$ cat src/rtl/core/segrw_pkg.sv
// ----------------------------------------------------------------------------
// segrw_pkg
// Shared types, constants and the gain code lookup for the exposure and gain
// register writer.
// ----------------------------------------------------------------------------
package segrw_pkg;

    // Configuration register indexes
    localparam logic REG_LINE_TIME   = 1'b0;
    localparam logic REG_FRAME_LINES = 1'b1;

    localparam int LINE_TIME_W   = 20;
    localparam int FRAME_LINES_W = 16;
    localparam int EXPO_W        = 32;
    localparam int GAIN_W        = 10;
    localparam int LINES_W       = 16;
    localparam int ADDR_W        = 16;
    localparam int BYTE_W        = 8;

    localparam logic [LINE_TIME_W-1:0]   LINE_TIME_RST   = 20'd30;
    localparam logic [FRAME_LINES_W-1:0] FRAME_LINES_RST = 16'd750;

    // One quotient bit per divider step
    localparam int DIV_STEPS = EXPO_W;
    localparam int DIV_CNT_W = $clog2(DIV_STEPS);

    // Sensor register map
    localparam logic [ADDR_W-1:0] ADDR_LINES_HI = 16'h3012;
    localparam logic [ADDR_W-1:0] ADDR_LINES_LO = 16'h3013;
    localparam logic [ADDR_W-1:0] ADDR_GAIN_HI  = 16'h301C;
    localparam logic [ADDR_W-1:0] ADDR_GAIN_LO  = 16'h301D;
    localparam logic [ADDR_W-1:0] ADDR_UPDATE   = 16'h3060;
    localparam logic [BYTE_W-1:0] UPDATE_VALUE  = 8'h02;

    // Write slot within one five-word burst
    typedef enum logic [2:0] {
        WR_LINES_HI = 3'd0,
        WR_LINES_LO = 3'd1,
        WR_GAIN_HI  = 3'd2,
        WR_GAIN_LO  = 3'd3,
        WR_UPDATE   = 3'd4
    } word_sel_t;

    typedef struct packed {
        logic      load;
        logic      div_step;
        logic      finish;
        logic      commit;
        word_sel_t word;
    } dp_cmd_t;

    typedef struct packed {
        logic match;
    } dp_status_t;

    typedef struct packed {
        logic [BYTE_W-1:0] high;
        logic [BYTE_W-1:0] low;
    } gain_code_t;

    function automatic word_sel_t next_word(input word_sel_t w);
        word_sel_t n;
        unique case (w)
            WR_LINES_HI: n = WR_LINES_LO;
            WR_LINES_LO: n = WR_GAIN_HI;
            WR_GAIN_HI:  n = WR_GAIN_LO;
            WR_GAIN_LO:  n = WR_UPDATE;
            default:     n = WR_UPDATE;
        endcase
        return n;
    endfunction

    // Gain step table: six segments of sixteen steps, thresholds (16+i) << seg
    function automatic logic [BYTE_W-1:0] seg_code_high(input logic [2:0] seg);
        logic [BYTE_W-1:0] v;
        unique case (seg)
            3'd4:    v = 8'h01;
            3'd5:    v = 8'h03;
            default: v = 8'h00;
        endcase
        return v;
    endfunction

    function automatic logic [BYTE_W-1:0] seg_code_low(input logic [2:0] seg);
        logic [BYTE_W-1:0] v;
        unique case (seg)
            3'd0:    v = 8'h00;
            3'd1:    v = 8'h10;
            3'd2:    v = 8'h30;
            default: v = 8'h70;
        endcase
        return v;
    endfunction

    // Floor match into the step table: segment from the leading one, step
    // from the four bits below it. Gain below one picks the first entry.
    function automatic gain_code_t gain_lookup(input logic [GAIN_W-1:0] g);
        logic [2:0]        seg;
        logic [3:0]        step;
        logic [GAIN_W-1:0] sh;
        gain_code_t        c;
        priority if (g[9]) seg = 3'd5;
        else if (g[8])     seg = 3'd4;
        else if (g[7])     seg = 3'd3;
        else if (g[6])     seg = 3'd2;
        else if (g[5])     seg = 3'd1;
        else               seg = 3'd0;
        sh   = g >> seg;
        step = g[GAIN_W-1:4] == '0 ? 4'd0 : sh[3:0];
        c.high = seg_code_high(seg);
        c.low  = seg_code_low(seg) + {4'd0, step};
        return c;
    endfunction

endpackage

$ cat src/rtl/core/sensor_exposure_gain_register_writer_unit.sv
// ----------------------------------------------------------------------------
// sensor_exposure_gain_register_writer_unit
// Turns an exposure time and a gain into a burst of sensor register writes.
// ----------------------------------------------------------------------------
//  Channel  | Direction | Payload
//  ---------+-----------+------------------------------------------------
//  s_       | in        | tdata: exposure_time[31:0], gain_q4[41:32]
//  m_       | out       | tdata: reg_addr[15:0], reg_data[23:16]; tlast
//  cfg_     | in        | index 0 line_time, index 1 frame_lines
//
//  An item is decided in order: accept, 32 divider steps of the
//  one-bit-per-cycle restoring divider, clamp, compare; then 5 words
//  go out at one per cycle when the sink is ready.
//  An item whose lines and gain code equal the last written ones emits
//  nothing and frees the input after the compare.
//  Reset is synchronous, active low: line_time 30, frame_lines 750, and
//  the last-written state is all ones so the first item always emits.
//  A stalled sink holds the current word; no new word is taken until the
//  burst's final word (tlast) leaves.
// ----------------------------------------------------------------------------
module sensor_exposure_gain_register_writer_unit (
    input  logic                               aclk,
    input  logic                               aresetn,
    // configuration write port
    input  logic                               cfg_wr_en,
    input  logic                               cfg_addr,
    input  logic [segrw_pkg::LINE_TIME_W-1:0]  cfg_wdata,
    // input word
    input  logic                               s_tvalid,
    output logic                               s_tready,
    input  logic [47:0]                        s_tdata,  // exposure_time, gain_q4
    // register write word
    output logic                               m_tvalid,
    input  logic                               m_tready,
    output logic [23:0]                        m_tdata,  // reg_addr, reg_data
    output logic                               m_tlast   // last_write
);
    import segrw_pkg::*;

    dp_cmd_t           cmd;
    dp_status_t        status;
    logic [ADDR_W-1:0] reg_addr;
    logic [BYTE_W-1:0] reg_data;

    // Sequence the work; the datapath only follows commands.
    segrw_ctrl u_ctrl (
        .aclk     (aclk),
        .aresetn  (aresetn),
        .s_tvalid (s_tvalid),
        .s_tready (s_tready),
        .m_tvalid (m_tvalid),
        .m_tready (m_tready),
        .status   (status),
        .cmd      (cmd)
    );

    // Divide, clamp, look up the gain code and hold the burst payload.
    segrw_dp u_dp (
        .aclk          (aclk),
        .aresetn       (aresetn),
        .cfg_wr_en     (cfg_wr_en),
        .cfg_addr      (cfg_addr),
        .cfg_wdata     (cfg_wdata),
        .exposure_time (s_tdata[EXPO_W-1:0]),
        .gain_q4       (s_tdata[EXPO_W+GAIN_W-1:EXPO_W]),
        .cmd           (cmd),
        .status        (status),
        .reg_addr      (reg_addr),
        .reg_data      (reg_data),
        .last_write    (m_tlast)
    );

    assign m_tdata = {reg_data, reg_addr};

endmodule

$ cat src/rtl/core/segrw_dp.sv
// ----------------------------------------------------------------------------
// segrw_dp
// Datapath: configuration registers, restoring divider, line clamp, gain
// lookup, last-written state and the register write payload.
// ----------------------------------------------------------------------------
module segrw_dp (
    input  logic                                  aclk,
    input  logic                                  aresetn,
    input  logic                                  cfg_wr_en,
    input  logic                                  cfg_addr,
    input  logic [segrw_pkg::LINE_TIME_W-1:0]     cfg_wdata,
    input  logic [segrw_pkg::EXPO_W-1:0]          exposure_time,
    input  logic [segrw_pkg::GAIN_W-1:0]          gain_q4,
    input  segrw_pkg::dp_cmd_t                    cmd,
    output segrw_pkg::dp_status_t                 status,
    output logic [segrw_pkg::ADDR_W-1:0]          reg_addr,
    output logic [segrw_pkg::BYTE_W-1:0]          reg_data,
    output logic                                  last_write
);
    import segrw_pkg::*;

    logic [LINE_TIME_W-1:0]   line_time_reg;
    logic [FRAME_LINES_W-1:0] frame_lines_reg;
    logic [LINE_TIME_W-1:0]   rem_reg;
    logic [EXPO_W-1:0]        quo_reg;
    logic                     short_reg;
    gain_code_t               gain_reg;
    logic [LINES_W-1:0]       lines_reg;
    logic [LINES_W-1:0]       prev_lines_reg;
    gain_code_t               prev_gain_reg;

    logic [LINE_TIME_W:0]     shifted;
    logic [LINE_TIME_W:0]     diff;
    logic                     fits;
    logic [EXPO_W-1:0]        lines_raw;

    always_ff @(posedge aclk) begin
        if (!aresetn) begin
            line_time_reg   <= LINE_TIME_RST;
            frame_lines_reg <= FRAME_LINES_RST;
        end else if (cfg_wr_en) begin
            unique case (cfg_addr)
                REG_LINE_TIME:   line_time_reg   <= cfg_wdata;
                REG_FRAME_LINES: frame_lines_reg <= cfg_wdata[FRAME_LINES_W-1:0];
            endcase
        end
    end

    // One restoring step: shift in the next dividend bit, subtract if it fits.
    // A zero line time always fits, so the quotient saturates to all ones.
    assign shifted = {rem_reg, quo_reg[EXPO_W-1]};
    assign diff    = shifted - {1'b0, line_time_reg};
    assign fits    = shifted >= {1'b0, line_time_reg};

    assign lines_raw = short_reg ? EXPO_W'(1) : quo_reg;

    always_ff @(posedge aclk) begin
        if (cmd.load) begin
            rem_reg   <= '0;
            quo_reg   <= exposure_time;
            short_reg <= exposure_time < {{(EXPO_W-LINE_TIME_W){1'b0}}, line_time_reg};
            gain_reg  <= gain_lookup(gain_q4);
        end else if (cmd.div_step) begin
            rem_reg <= fits ? diff[LINE_TIME_W-1:0] : shifted[LINE_TIME_W-1:0];
            quo_reg <= {quo_reg[EXPO_W-2:0], fits};
        end
        if (cmd.finish) begin
            if (lines_raw >= {{(EXPO_W-FRAME_LINES_W){1'b0}}, frame_lines_reg}) begin
                lines_reg <= frame_lines_reg - 16'd2;
            end else begin
                lines_reg <= lines_raw[LINES_W-1:0];
            end
        end
    end

    always_ff @(posedge aclk) begin
        if (!aresetn) begin
            prev_lines_reg     <= '1;
            prev_gain_reg.high <= '1;
            prev_gain_reg.low  <= '1;
        end else if (cmd.commit) begin
            prev_lines_reg <= lines_reg;
            prev_gain_reg  <= gain_reg;
        end
    end

    assign status.match = (lines_reg == prev_lines_reg) && (gain_reg == prev_gain_reg);

    always_comb begin
        unique case (cmd.word)
            WR_LINES_HI: begin
                reg_addr = ADDR_LINES_HI;
                reg_data = lines_reg[15:8];
            end
            WR_LINES_LO: begin
                reg_addr = ADDR_LINES_LO;
                reg_data = lines_reg[7:0];
            end
            WR_GAIN_HI: begin
                reg_addr = ADDR_GAIN_HI;
                reg_data = gain_reg.high;
            end
            WR_GAIN_LO: begin
                reg_addr = ADDR_GAIN_LO;
                reg_data = gain_reg.low;
            end
            default: begin
                reg_addr = ADDR_UPDATE;
                reg_data = UPDATE_VALUE;
            end
        endcase
    end

    assign last_write = (cmd.word == WR_UPDATE);

endmodule

$ cat src/rtl/core/segrw_ctrl.sv
// ----------------------------------------------------------------------------
// segrw_ctrl
// Controller: sequences load, divide, clamp, compare and the write burst.
// ----------------------------------------------------------------------------
module segrw_ctrl (
    input  logic                   aclk,
    input  logic                   aresetn,
    input  logic                   s_tvalid,
    output logic                   s_tready,
    output logic                   m_tvalid,
    input  logic                   m_tready,
    input  segrw_pkg::dp_status_t  status,
    output segrw_pkg::dp_cmd_t     cmd
);
    import segrw_pkg::*;

    typedef enum logic [2:0] {
        ST_IDLE,
        ST_DIVIDE,
        ST_FINISH,
        ST_COMPARE,
        ST_EMIT
    } state_t;

    state_t               state_reg;
    logic [DIV_CNT_W-1:0] cnt_reg;
    word_sel_t            word_reg;
    logic                 m_tvalid_reg;

    assign s_tready     = (state_reg == ST_IDLE);
    assign m_tvalid     = m_tvalid_reg;
    assign cmd.load     = s_tvalid && (state_reg == ST_IDLE);
    assign cmd.div_step = (state_reg == ST_DIVIDE);
    assign cmd.finish   = (state_reg == ST_FINISH);
    assign cmd.commit   = (state_reg == ST_COMPARE) && !status.match;
    assign cmd.word     = word_reg;

    always_ff @(posedge aclk) begin
        if (!aresetn) begin
            state_reg    <= ST_IDLE;
            cnt_reg      <= '0;
            word_reg     <= WR_LINES_HI;
            m_tvalid_reg <= 1'b0;
        end else begin
            unique case (state_reg)
                ST_IDLE: begin
                    if (s_tvalid) begin
                        cnt_reg   <= '0;
                        state_reg <= ST_DIVIDE;
                    end
                end
                ST_DIVIDE: begin
                    cnt_reg <= cnt_reg + 1'b1;
                    if (cnt_reg == DIV_CNT_W'(DIV_STEPS - 1)) begin
                        state_reg <= ST_FINISH;
                    end
                end
                ST_FINISH: begin
                    state_reg <= ST_COMPARE;
                end
                ST_COMPARE: begin
                    if (status.match) begin
                        state_reg <= ST_IDLE;
                    end else begin
                        word_reg     <= WR_LINES_HI;
                        m_tvalid_reg <= 1'b1;
                        state_reg    <= ST_EMIT;
                    end
                end
                ST_EMIT: begin
                    if (m_tready) begin
                        if (word_reg == WR_UPDATE) begin
                            m_tvalid_reg <= 1'b0;
                            state_reg    <= ST_IDLE;
                        end else begin
                            word_reg <= next_word(word_reg);
                        end
                    end
                end
                default: state_reg <= ST_IDLE;
            endcase
        end
    end

    a_accept_blocks: assert property (@(posedge aclk) disable iff (!aresetn)
        s_tvalid && s_tready |=> !s_tready)
        else $error("input taken while an item is in flight");

    a_stall_holds_word: assert property (@(posedge aclk) disable iff (!aresetn)
        m_tvalid && !m_tready |=> m_tvalid && $stable(word_reg))
        else $error("write slot moved under stall");

    a_burst_ends: assert property (@(posedge aclk) disable iff (!aresetn)
        m_tvalid && m_tready && word_reg == WR_UPDATE |=> !m_tvalid && s_tready)
        else $error("burst did not end after update word");

    a_no_overlap: assert property (@(posedge aclk) disable iff (!aresetn)
        !(m_tvalid && s_tready))
        else $error("input ready during write burst");

endmodule

$ cat config.mk
export PLATFORM = sky130hd
export DESIGN_NAME = sensor_exposure_gain_register_writer_unit
export DESIGN_NICKNAME = d
export VERILOG_FILES = /design/src/rtl/core/segrw_pkg.sv /design/src/rtl/core/sensor_exposure_gain_register_writer_unit.sv /design/src/rtl/core/segrw_dp.sv /design/src/rtl/core/segrw_ctrl.sv
export SDC_FILE = /design/constraint.sdc
export NUM_CORES = 1
export LEC_CHECK = 0
export BUFFER_PORTS_ARGS = -buffer_cell sky130_fd_sc_hd__buf_4
export CORE_UTILIZATION = 40
export DETAILED_ROUTE_END_ITERATION = 8
export PLACE_DENSITY = 0.61
export SLEW_MARGIN = 30
export SYNTH_ARGS = -nofsm -noshare
export SYNTH_HDL_FRONTEND = slang
export SYNTH_HIERARCHICAL = 1
export SYNTH_SLANG_ARGS = --single-unit
$ cat constraint.sdc
create_clock -name aclk -period 3.2 [get_ports aclk]
set_input_delay 0.64 -clock aclk [delete_from_list [all_inputs] [get_ports aclk]]
set_output_delay 0.64 -clock aclk [all_outputs]
set_load 0.02 [all_outputs]
==> out/results.tsv, run 1 <==
metric	value	unit
status	completed	
GR Overflow Total	0	
min Tclk post-route	2790	ps
Largest register FFs	32	
setup bufs post-CTS	0	
simple-gate share of the synthesized area	15.8	%
Placed Cells	1333	
FMAX	359	MHz
Power Density	657	nW/um^2
Total GRT Usage	19.4	%
Post-CTS Resized	0	
number of diodes	0	
Sequential Area	3620	um^2
RSZ-0062 raised after global routing	false	
global-route wire length before repair	36.0	mm
Tcrit/Tclk final	87.1	%
die height	155	um
post-route insts no fill	1365	
Async SR Flop Fraction	0	%
Synth Area in XOR/XNOR	5.25	%
via/cell ratio	5.20	
number of detailed-route iterations in the first pass	5	
Row Count	55	
clock root cell	clkbuf_16	
WS Path Type	register to register	
Slowest-stage cell, CP	edfxtp_1	
Final Hold Fails	0	
die area	24000	um^2
Sum Neg Setup Slack	0	ps
drt drc	0	
HPWL after detailed placement	17.1	mm
Compound-Gate Fraction of Synth Area	14.2	%
Leak Pwr	4.30	nW
Synth Area in Adders	7.98	%
setup violators final	0	
layout cells sized above 1	20.0	%
Buffers on Ports	85	
DR iter-0 viols	388	
synthesis-to-finish area growth	16.1	%
hold buffer count at CTS	0	
Slew headroom	47.7	%
Max IR drop VDD	0.443	mV
FF+latch count, synth	152	
main combinational cell family by area after synthesis	simple AND/OR/NAND/NOR gates	
critical path launch point type	register	
max_cap viols	0	
Required @ worst endpoint	3370	ps
initial antenna violation count	0	
final wirelength	22.4	mm
CTS H-tree depth	4	
CP Cell Sequence	buf_4, nor2b_1, ha_1, a21o_1, a21o_1, a21oi_1, o31ai_1, a221oi_2, o211ai_2, buf_4, mux2_4	
Power, Total	7.13	mW
GPL Wtd Cong	0.875	
largest net degree at the start of global routing	47	
Clock Skews	12.9	ps
CP max stage delay	400	ps
worst min path class	primary input to register	
multiplexer area fraction after synthesis	12.7	%
CP max FO	16	
yosys warns	6	
Max clock buf depth	2	
mapped cell area	9350	um^2
Routed wire per std cell	16.4	um
Routed Antenna Nets	0	
clk slew on worst S/H paths	60	ps
vias in the first global route	6829	
via count	7095	
Top FF cell, synth	dfxtp_1	
max-slew violations	0	
# IOs	101	
crit path DAT	2960	ps
Fill cells	2157	
Core Area	22800	um^2
Cells after Synth	972	
CTS Sinks	152	
Initial Utilization	41.0	%
Yosys cell types	81	
Die X-Extent	155	um
Post-synth EDFFs	58	
clk_lat worst skew	430	ps
Seq/Total Area, Yosys	38.8	%
final net count	1172	
Syn Area/Cell	9.61	um^2
Least-Margin Pin Slew	785	ps
CTS tree	done	
area of the multi-input gates	5260	um^2
crit end category	register	
CTS Buf Count	17	
[cell usage in the layout (no fill, tap or decap), types with 13 or more instances in the layout]
master and count:
clkbuf_16 21, buf_4 101, xnor2_1 36, mux2_2 43, a21oi_1 26, dfxtp_1 94, nor2_1 59, mux2i_1 52
xor2_1 20, edfxtp_1 58, nand2_1 127, o21ai_0 24, ha_1 58, a211oi_1 19, inv_1 49, o211ai_1 13
nor2b_1 22, nor3_1 20, a21boi_0 30
[worst max-delay path: cells and delay by family, from the launching register on]
kind	cells	cell delay, ps
multiplexers	1	310
AO/OA/AOI/OAI	6	960
adder cells (fa/ha/maj)	1	270
AND/OR/NAND/NOR	1	170
flip-flops	1	400
buffers and inverters	2	420
[worst paths after layout]
| kind | startpoint | to | slack (ps) | cells past startpoint |
|---|---|---|---|---|
| setup / recovery | u_dp/short_reg | u_dp/lines_reg[7] | 410 | 11 |
| hold / removal | m_tready | u_ctrl/m_tvalid | 430 | 2 |
| setup reg to reg | u_dp/short_reg | u_dp/lines_reg[7] | 410 | 11 |
| hold reg to reg | u_dp/prev_gain_reg[14] | u_dp/prev_gain_reg[14] | 460 | 2 |
[per-layer routing]
metal  share of wire (%)  track usage [%]  vias up
met4                 2.7             7.40        0
met5                   0                0        -
met2                  49             33.1      130
li1                    -                -     3581
met3                 3.2             3.62       28
met1                  45             24.3     3356
[kinds of logic (layout without fill, tap and decap cells)]
logic type | Yosys count | after routing
mux | 106 | 106
flops | 152 | 152
buf+inv | 109 | 182
fa+ha+maj | 59 | 59
other cells | 2 | 9
compound gates | 184 | 184
simple gates | 304 | 304
xor+xnor | 56 | 56
[synth_stat cells (4+ instances only)]
cell,count,area share (%)
buf_1,4,0.16
o31ai_1,5,0.40
dfxtp_1,94,20
a22oi_1,6,0.48
buf_2,4,0.21
ha_1,58,7.8
a21oi_1,26,1.4
a21boi_0,30,2.4
nand2b_1,8,0.54
nand4_1,12,0.80
a31oi_1,6,0.40
mux2_4,9,1.4
nor3b_1,5,0.40
mux2_2,43,5.2
clkbuf_1,37,1.5
a211oi_1,19,1.5
o211ai_1,13,1.0
mux2i_1,52,5.6
and2_1,4,0.27
a211o_1,4,0.37
edfxtp_1,58,19
xnor2_1,36,3.4
buf_4,11,0.88
inv_1,49,2.0
nor3_1,20,1.1
o21ai_1,5,0.27
o21a_1,4,0.32
nand3_1,9,0.48
nor2b_1,23,1.5
nor4_1,11,0.74
nor2_1,59,2.4
xor2_1,20,1.9
nand2_1,127,5.1
o21ai_0,24,1.3
a21o_1,11,0.88
[report_power, final]
group          internal, mW  total, mW  switching (mW)
Clock                  1.30       2.11           0.808
Sequential             2.27       2.44           0.165
Combinational          1.15       2.58            1.43
Total                  4.73       7.13            2.40
[stage by stage]
step / setup WS [ps] / hold WS (ps) / utilization [%] / cell area (um^2)
2_1_floorplan: 277 / 431 / - / 9370
3_3_place_gp: 440 / 443 / 44.9 / 10200
3_5_place_dp: 444 / 449 / 44.9 / 10200
4_1_cts: 431 / 417 / 47.7 / 10900
5_1_grt: 270 / 420 / 47.7 / 10900
6_report: 414 / 430 / 47.7 / 10900
[final cells by class]
cell class              instances  area share, %
clock buffers                  25           5.16
clock inverters                 7          0.680
inverters                      49           1.69
multi-input cells             718           48.5
flip-flops and latches        152           33.4
well taps                     313           3.61
repair buffers                101           6.99
Power figures use the tool's default switching activity.
==> run 2: changes to the inputs <==
--- a/config.mk
+++ b/config.mk
@@ -9,6 +9,7 @@
 export CORE_UTILIZATION = 40
 export DETAILED_ROUTE_END_ITERATION = 8
 export PLACE_DENSITY = 0.61
+export SETUP_SLACK_MARGIN = 0.5
 export SLEW_MARGIN = 30
 export SYNTH_ARGS = -nofsm -noshare
 export SYNTH_HDL_FRONTEND = slang
==> out/results.tsv, run 2 (same netlist as run 1, synthesis figures left out) <==
metric	value	unit
clock root cell	clkbuf_16	
CTS Sinks	152	
hold path endpoint	u_ctrl/m_tvalid	
r2r setup slk	490	ps
final net count	1170	
final wirelength	22.0	mm
worst min path class	primary input to register	
Required @ worst endpoint	3370	ps
CTS tree	done	
Routed Antenna Nets	0	
via/cell ratio	5.14	
drt drc	0	
global-route wire length before repair	35.1	mm
Max Used Layer	met4	
Initial Utilization	41.0	%
CTS Buf Count	17	
clk slew on worst S/H paths	70	ps
RSZ-0062 raised after global routing	true	
Sum Neg Setup Slack	0	ps
Metal-1 WL	10.1	mm
status	completed	
clk_lat worst skew	420	ps
Placed Cells	1330	
Final Hold Fails	0	
GPL Wtd Cong	0.880	
Largest register FFs	32	
Slew headroom	48.3	%
vias in the first global route	6727	
crit end category	register	
HPWL after detailed placement	16.7	mm
setup violators final	0	
RR Startpoint	u_dp/short_reg	
Clock Skews	9.55	ps
reg2reg end	u_dp/lines_reg[13]	
Hold Path Stages	2	
Power, Total	7.05	mW
die area	24000	um^2
Max clock buf depth	2	
# IOs	101	
layout cells sized above 1	21.0	%
initial antenna violation count	0	
area of the multi-input gates	5310	um^2
Routed wire per std cell	16.1	um
Tcrit/Tclk final	84.8	%
max_cap viols	0	
hold buffer count at CTS	0	
hold_ws	433	ps
worst min-delay path startpoint	m_tready	
Met3 Wirelength	584	um
Least-Margin Pin Slew	776	ps
FMAX	369	MHz
CTS H-tree depth	4	
synthesis-to-finish area growth	16.4	%
crit path DAT	2880	ps
Power Density	649	nW/um^2
most common cell after layout, fill and taps aside	nand2_1	
Leak Pwr	4.28	nW
Core Area	22800	um^2
Sequential Area	3620	um^2
Buffers on Ports	85	
number of detailed-route iterations in the first pass	4	
CP max FO	16	
most frequent cells in the layout	127 x nand2_1, 94 x buf_4, 93 x dfxtp_1, 58 x nor2_1, 58 x edfxtp_1	
number of diodes	0	
max-slew violations	0	
post-route insts no fill	1363	
Row Count	55	
Fill cells	2118	
via count	7012	
critical path launch point type	register	
met2 WL	10.9	mm
WS Path Type	register to register	
GR Overflow Total	0	
Max IR drop VDD	0.412	mV
Total GRT Usage	18.8	%
die height	155	um
min Tclk post-route	2710	ps
Worst R2R Path Depth	9	
Die X-Extent	155	um
Finished Core Util	47.7	%
largest net degree at the start of global routing	46	
DR iter-0 viols	282	
## run 2: changes by cell type in the layout (fill, tap and decap cells not counted), moves of 2 or more
cell / change
a211oi_1: -2
a211oi_2: +2
buf_12: +2
buf_4: -7
buf_6: +3
clkbuf_1: -2
clkbuf_16: -3
clkbuf_8: -2
clkinv_4: +2
clkinvlp_4: +2
inv_6: +4
## run 2: worst max-delay path, stage by stage, from the launching register on
cell and delay [ps]:
edfxtp_1 540, buf_6 210, nor2b_1 200, ha_1 280, a21o_1 170, a21o_1 180
a221oi_2 270, o211ai_2 120, buf_12 180, mux2_4 300
## run 2: worst max-delay path by stage
stage | startpoint | to | slack [ps] | depth (start not counted)
3_3_place_gp | u_dp/short_reg | u_dp/lines_reg[5] | 380 | 9
3_5_place_dp | u_dp/short_reg | u_dp/lines_reg[1] | 360 | 9
6_report | u_dp/short_reg | u_dp/lines_reg[13] | 490 | 9
4_1_cts | u_dp/short_reg | u_dp/lines_reg[13] | 480 | 11
5_1_grt | u_dp/short_reg | u_dp/lines_reg[13] | 370 | 10
2_1_floorplan | u_dp/short_reg | u_dp/lines_reg[10] | 520 | 11
## run 2: cell type report
class                   instances  share of cell area (%)
flip-flops and latches        152                    33.3
multi-input cells             718                    48.8
clock inverters                14                    1.25
clock buffers                  18                    4.14
repair buffers                 99                    7.17
inverters                      49                    1.69
well taps                     313                    3.60
## run 2: timing repair
item	in CTS	in global routing
setup buffers	1	0
resized for setup	5	10
setup endpoints to repair	17	31
pin swaps	0	2
## run 2: power by group
group | leakage [nW] | switching (mW) | internal [mW]
registers | 1.32 | 0.165 | 2.27
logic | 2.68 | 1.44 | 1.18
clock network | 0.284 | 0.863 | 1.13
total | 4.28 | 2.47 | 4.59
## run 2: stage by stage
step	setup slack, ps	cell area [um^2]
floorplan	520	9400
global placement	380	10200
detailed placement	364	10200
CTS	484	10800
global route	373	10900
finish	487	10900
## run 2: layer usage
| metal | track usage, % | vias to the layer above |
|---|---|---|
| met5 | 0 | - |
| met2 | 33.3 | 105 |
| met4 | 5.80 | 0 |
| li1 | - | 3582 |
| met1 | 23.0 | 3304 |
| met3 | 3.62 | 21 |
==> run 3: changes to the inputs <==
--- a/config.mk
+++ b/config.mk
@@ -5,10 +5,11 @@
 export SDC_FILE = /design/constraint.sdc
 export NUM_CORES = 1
 export LEC_CHECK = 0
+export ABC_AREA = 1
 export BUFFER_PORTS_ARGS = -buffer_cell sky130_fd_sc_hd__buf_4
 export CORE_UTILIZATION = 40
 export DETAILED_ROUTE_END_ITERATION = 8
-export PLACE_DENSITY = 0.61
+export PLACE_DENSITY = 0.63
 export SETUP_SLACK_MARGIN = 0.5
 export SLEW_MARGIN = 30
 export SYNTH_ARGS = -nofsm -noshare
==> constraint.sdc (replaced) <==
create_clock -name aclk -period 2.3 [get_ports aclk]
set_input_delay 0.46 -clock aclk [delete_from_list [all_inputs] [get_ports aclk]]
set_output_delay 0.46 -clock aclk [all_outputs]
set_load 0.02 [all_outputs]
==> out/results.tsv, run 3 <==
metric	value	unit
status	completed	
Max clock buf depth	2	
CTS H-tree depth	4	
Routed Antenna Nets	0	
crit path DAT	2360	ps
design area	13700	um^2
setup violators final	0	
number of detailed-route iterations in the first pass	7	
Die X-Extent	158	um
CP Cell Sequence	buf_6, nor2_4, ha_1, a21oi_1, nor2_1, nor3_2, nand2_2, a21oi_4, nand3_4, nand2_1, nand2_1	
clock root cell	clkbuf_16	
Max IR drop VDD	0.685	mV
Initial Utilization	41.0	%
CTS tree	done	
clk slew on worst S/H paths	70	ps
kind of cell adding the most delay to the critical path	simple AND/OR/NAND/NOR gates	
Worst R2R Path Depth	11	
Core Area	23600	um^2
Sequential Area	3670	um^2
Total GRT Usage	23.5	%
Leak Pwr	6.27	nW
buffers plus inverters on the worst setup path	1	
RSZ-0062 raised after global routing	true	
internal power	8.31	mW
FMAX	458	MHz
sequential power share	27.9	%
most frequent cells in the layout	269 x nand2_1, 156 x buf_4, 146 x inv_1, 69 x dfxtp_1, 67 x a21oi_1	
Final Hold Fails	0	
global-route wire length before repair	44.7	mm
vias in the first global route	8910	
Hold Path Stages	1	
Compound-Gate Fraction of Synth Area	13.8	%
Synth Area in Adders	7.70	%
Slowest-stage cell, CP	edfxtp_1	
hold buffer count at CTS	0	
Seq/Total Area, Yosys	37.4	%
largest area contributor in the netlist	dfxtp_1	
Crit path depth	11	
commonest cells in the netlist	332 x nand2_1, 188 x inv_1, 94 x dfxtp_1, 84 x nor2_1, 80 x a21oi_1	
largest net degree at the start of global routing	44	
CTS Sinks	152	
min Tclk post-route	2180	ps
cell mode on critical path	nand2_1	
hold_ws	233	ps
crit path to	u_dp/lines_reg[0]	
CP startpoint	u_dp/short_reg	
crit end category	register	
Least-Margin Pin Slew	563	ps
Post-synth EDFFs	58	
via/cell ratio	5.18	
Power Density	1050	nW/um^2
Buffers on Ports	85	
Clock Skews	16.3	ps
max_cap viols	0	
synthesis-to-finish area growth	41.7	%
multiplexer area fraction after synthesis	0	%
CTS Buf Count	17	
die height	158	um
reg2reg end	u_dp/lines_reg[0]	
Sum Neg Setup Slack	0	ps
simple-gate share of the synthesized area	27.8	%
r2r setup slk	120	ps
GPL Wtd Cong	0.918	
Sw Ratio	42.4	%
clk_lat worst skew	430	ps
die area	24800	um^2
DR iter-0 viols	619	
drt drc	0	
Yosys cell types	54	
Synth Area in XOR/XNOR	2.44	%
layout cells sized above 1	38.0	%
Tcrit/Tclk final	94.9	%
switching power of the nets	6.13	mW
initial antenna violation count	1	
Largest register FFs	32	
area of the multi-input gates	6470	um^2
mapped cell area	9680	um^2
Finished Core Util	58.1	%
via count	9415	
Async SR Flop Fraction	0	%
CP max FO	8	
Required @ worst endpoint	2470	ps
Placement Cell Area	10800	um^2
main combinational cell family by area after synthesis	simple AND/OR/NAND/NOR gates	
Synth top area share	19.4	%
Syn Area/Cell	7.39	um^2
final wirelength	30.0	mm
RR Startpoint	u_dp/short_reg	
max-slew violations	0	
Top FF cell, synth	dfxtp_1	
final net count	1619	
worst min path class	primary input to register	
most common cell after layout, fill and taps aside	nand2_1	
synth top area cells	dfxtp_1 19%, edfxtp_1 18%, nand2_1 13%, ha_1 7.5%, inv_1 7.3%	
yosys warns	6	
# IOs	101	
Power, Total	14.4	mW
HPWL after detailed placement	19.6	mm
Clk pwr share	19.4	%
critical path launch point type	register	
Slew headroom	62.2	%
Routed wire per std cell	16.5	um
Row Count	56	
CP max stage delay	430	ps
Comb pwr share	52.7	%
WS Path Type	register to register	
Fill cells	2012	
top-count cell post-synth	nand2_1	
FF+latch count, synth	152	
GR Overflow Total	0	
Cells after Synth	1311	
## run 3: cell count changes after synthesis, sizes merged, moves of 52 or more
cell and change:
nand3 +75, mux2i -52, o21ai +60, nand2 +231
inv +146, a21oi +54, mux2 -52
## run 3: worst min-delay path by stage
stage	start	endpoint	slack (ps)
2_1_floorplan	u_dp/prev_gain_reg[14]	u_dp/prev_gain_reg[14]	430
3_3_place_gp	u_dp/prev_gain_reg[14]	u_dp/prev_gain_reg[14]	450
3_5_place_dp	u_dp/prev_gain_reg[14]	u_dp/prev_gain_reg[14]	460
4_1_cts	s_tdata[41]	u_dp/gain_reg[9]	220
5_1_grt	s_tdata[41]	u_dp/gain_reg[9]	210
6_report	s_tdata[41]	u_dp/gain_reg[9]	230
## run 3: layout make-up
class | count | share of cell area (%)
Timing Repair inverter | 4 | 0.474
Sequential cell | 152 | 26.7
Antenna cell | 1 | 0.0182
Timing Repair Buffer | 194 | 12.8
Tap cell | 319 | 2.91
Multi-Input combinational cell | 920 | 47.1
Clock buffer | 18 | 3.13
Inverter | 197 | 5.74
Clock inverter | 14 | 1.09
## run 3: timing repair
action,in CTS,in global routing
pin swaps,94,87
gates cloned,12,1
resized for setup,249,139
buffers inserted,58,23
setup endpoints to repair,110,95
## run 3: metal layers
| layer | vias up | global-route usage, % | wire [um] |
|---|---|---|---|
| met5 | - | 0 | 0 |
| li1 | 4667 | - | - |
| met2 | 280 | 41.6 | 15100 |
| met4 | 0 | 11.1 | 1290 |
| met1 | 4387 | 27.2 | 12200 |
| met3 | 81 | 4.38 | 1340 |
## run 3: kinds of logic after synthesis
kind of cell / Yosys count
and+or+nand+nor: 592
buffers and inverters: 250
AOI/OAI and AO/OA: 229
DFF: 152
adders and majority gates: 59
xor gates and xnor gates: 27
other: 2
## run 3: power groups by stage
stage / clock network, mW / registers (mW) / logic (mW)
floorplan: 0 / 3.89 / 4.07
global placement: 0 / 4.00 / 5.12
detailed placement: 0 / 4.01 / 5.19
CTS: 2.86 / 4.00 / 6.74
global route: 2.97 / 4.09 / 8.23
finish: 2.80 / 4.03 / 7.60
## run 3: stage by stage
step,instances,setup slack (ps)
floorplan,1318,124
global placement,1692,76.9
detailed placement,1692,30.0
CTS,1794,100
global route,1819,-27.3
finish,1819,117
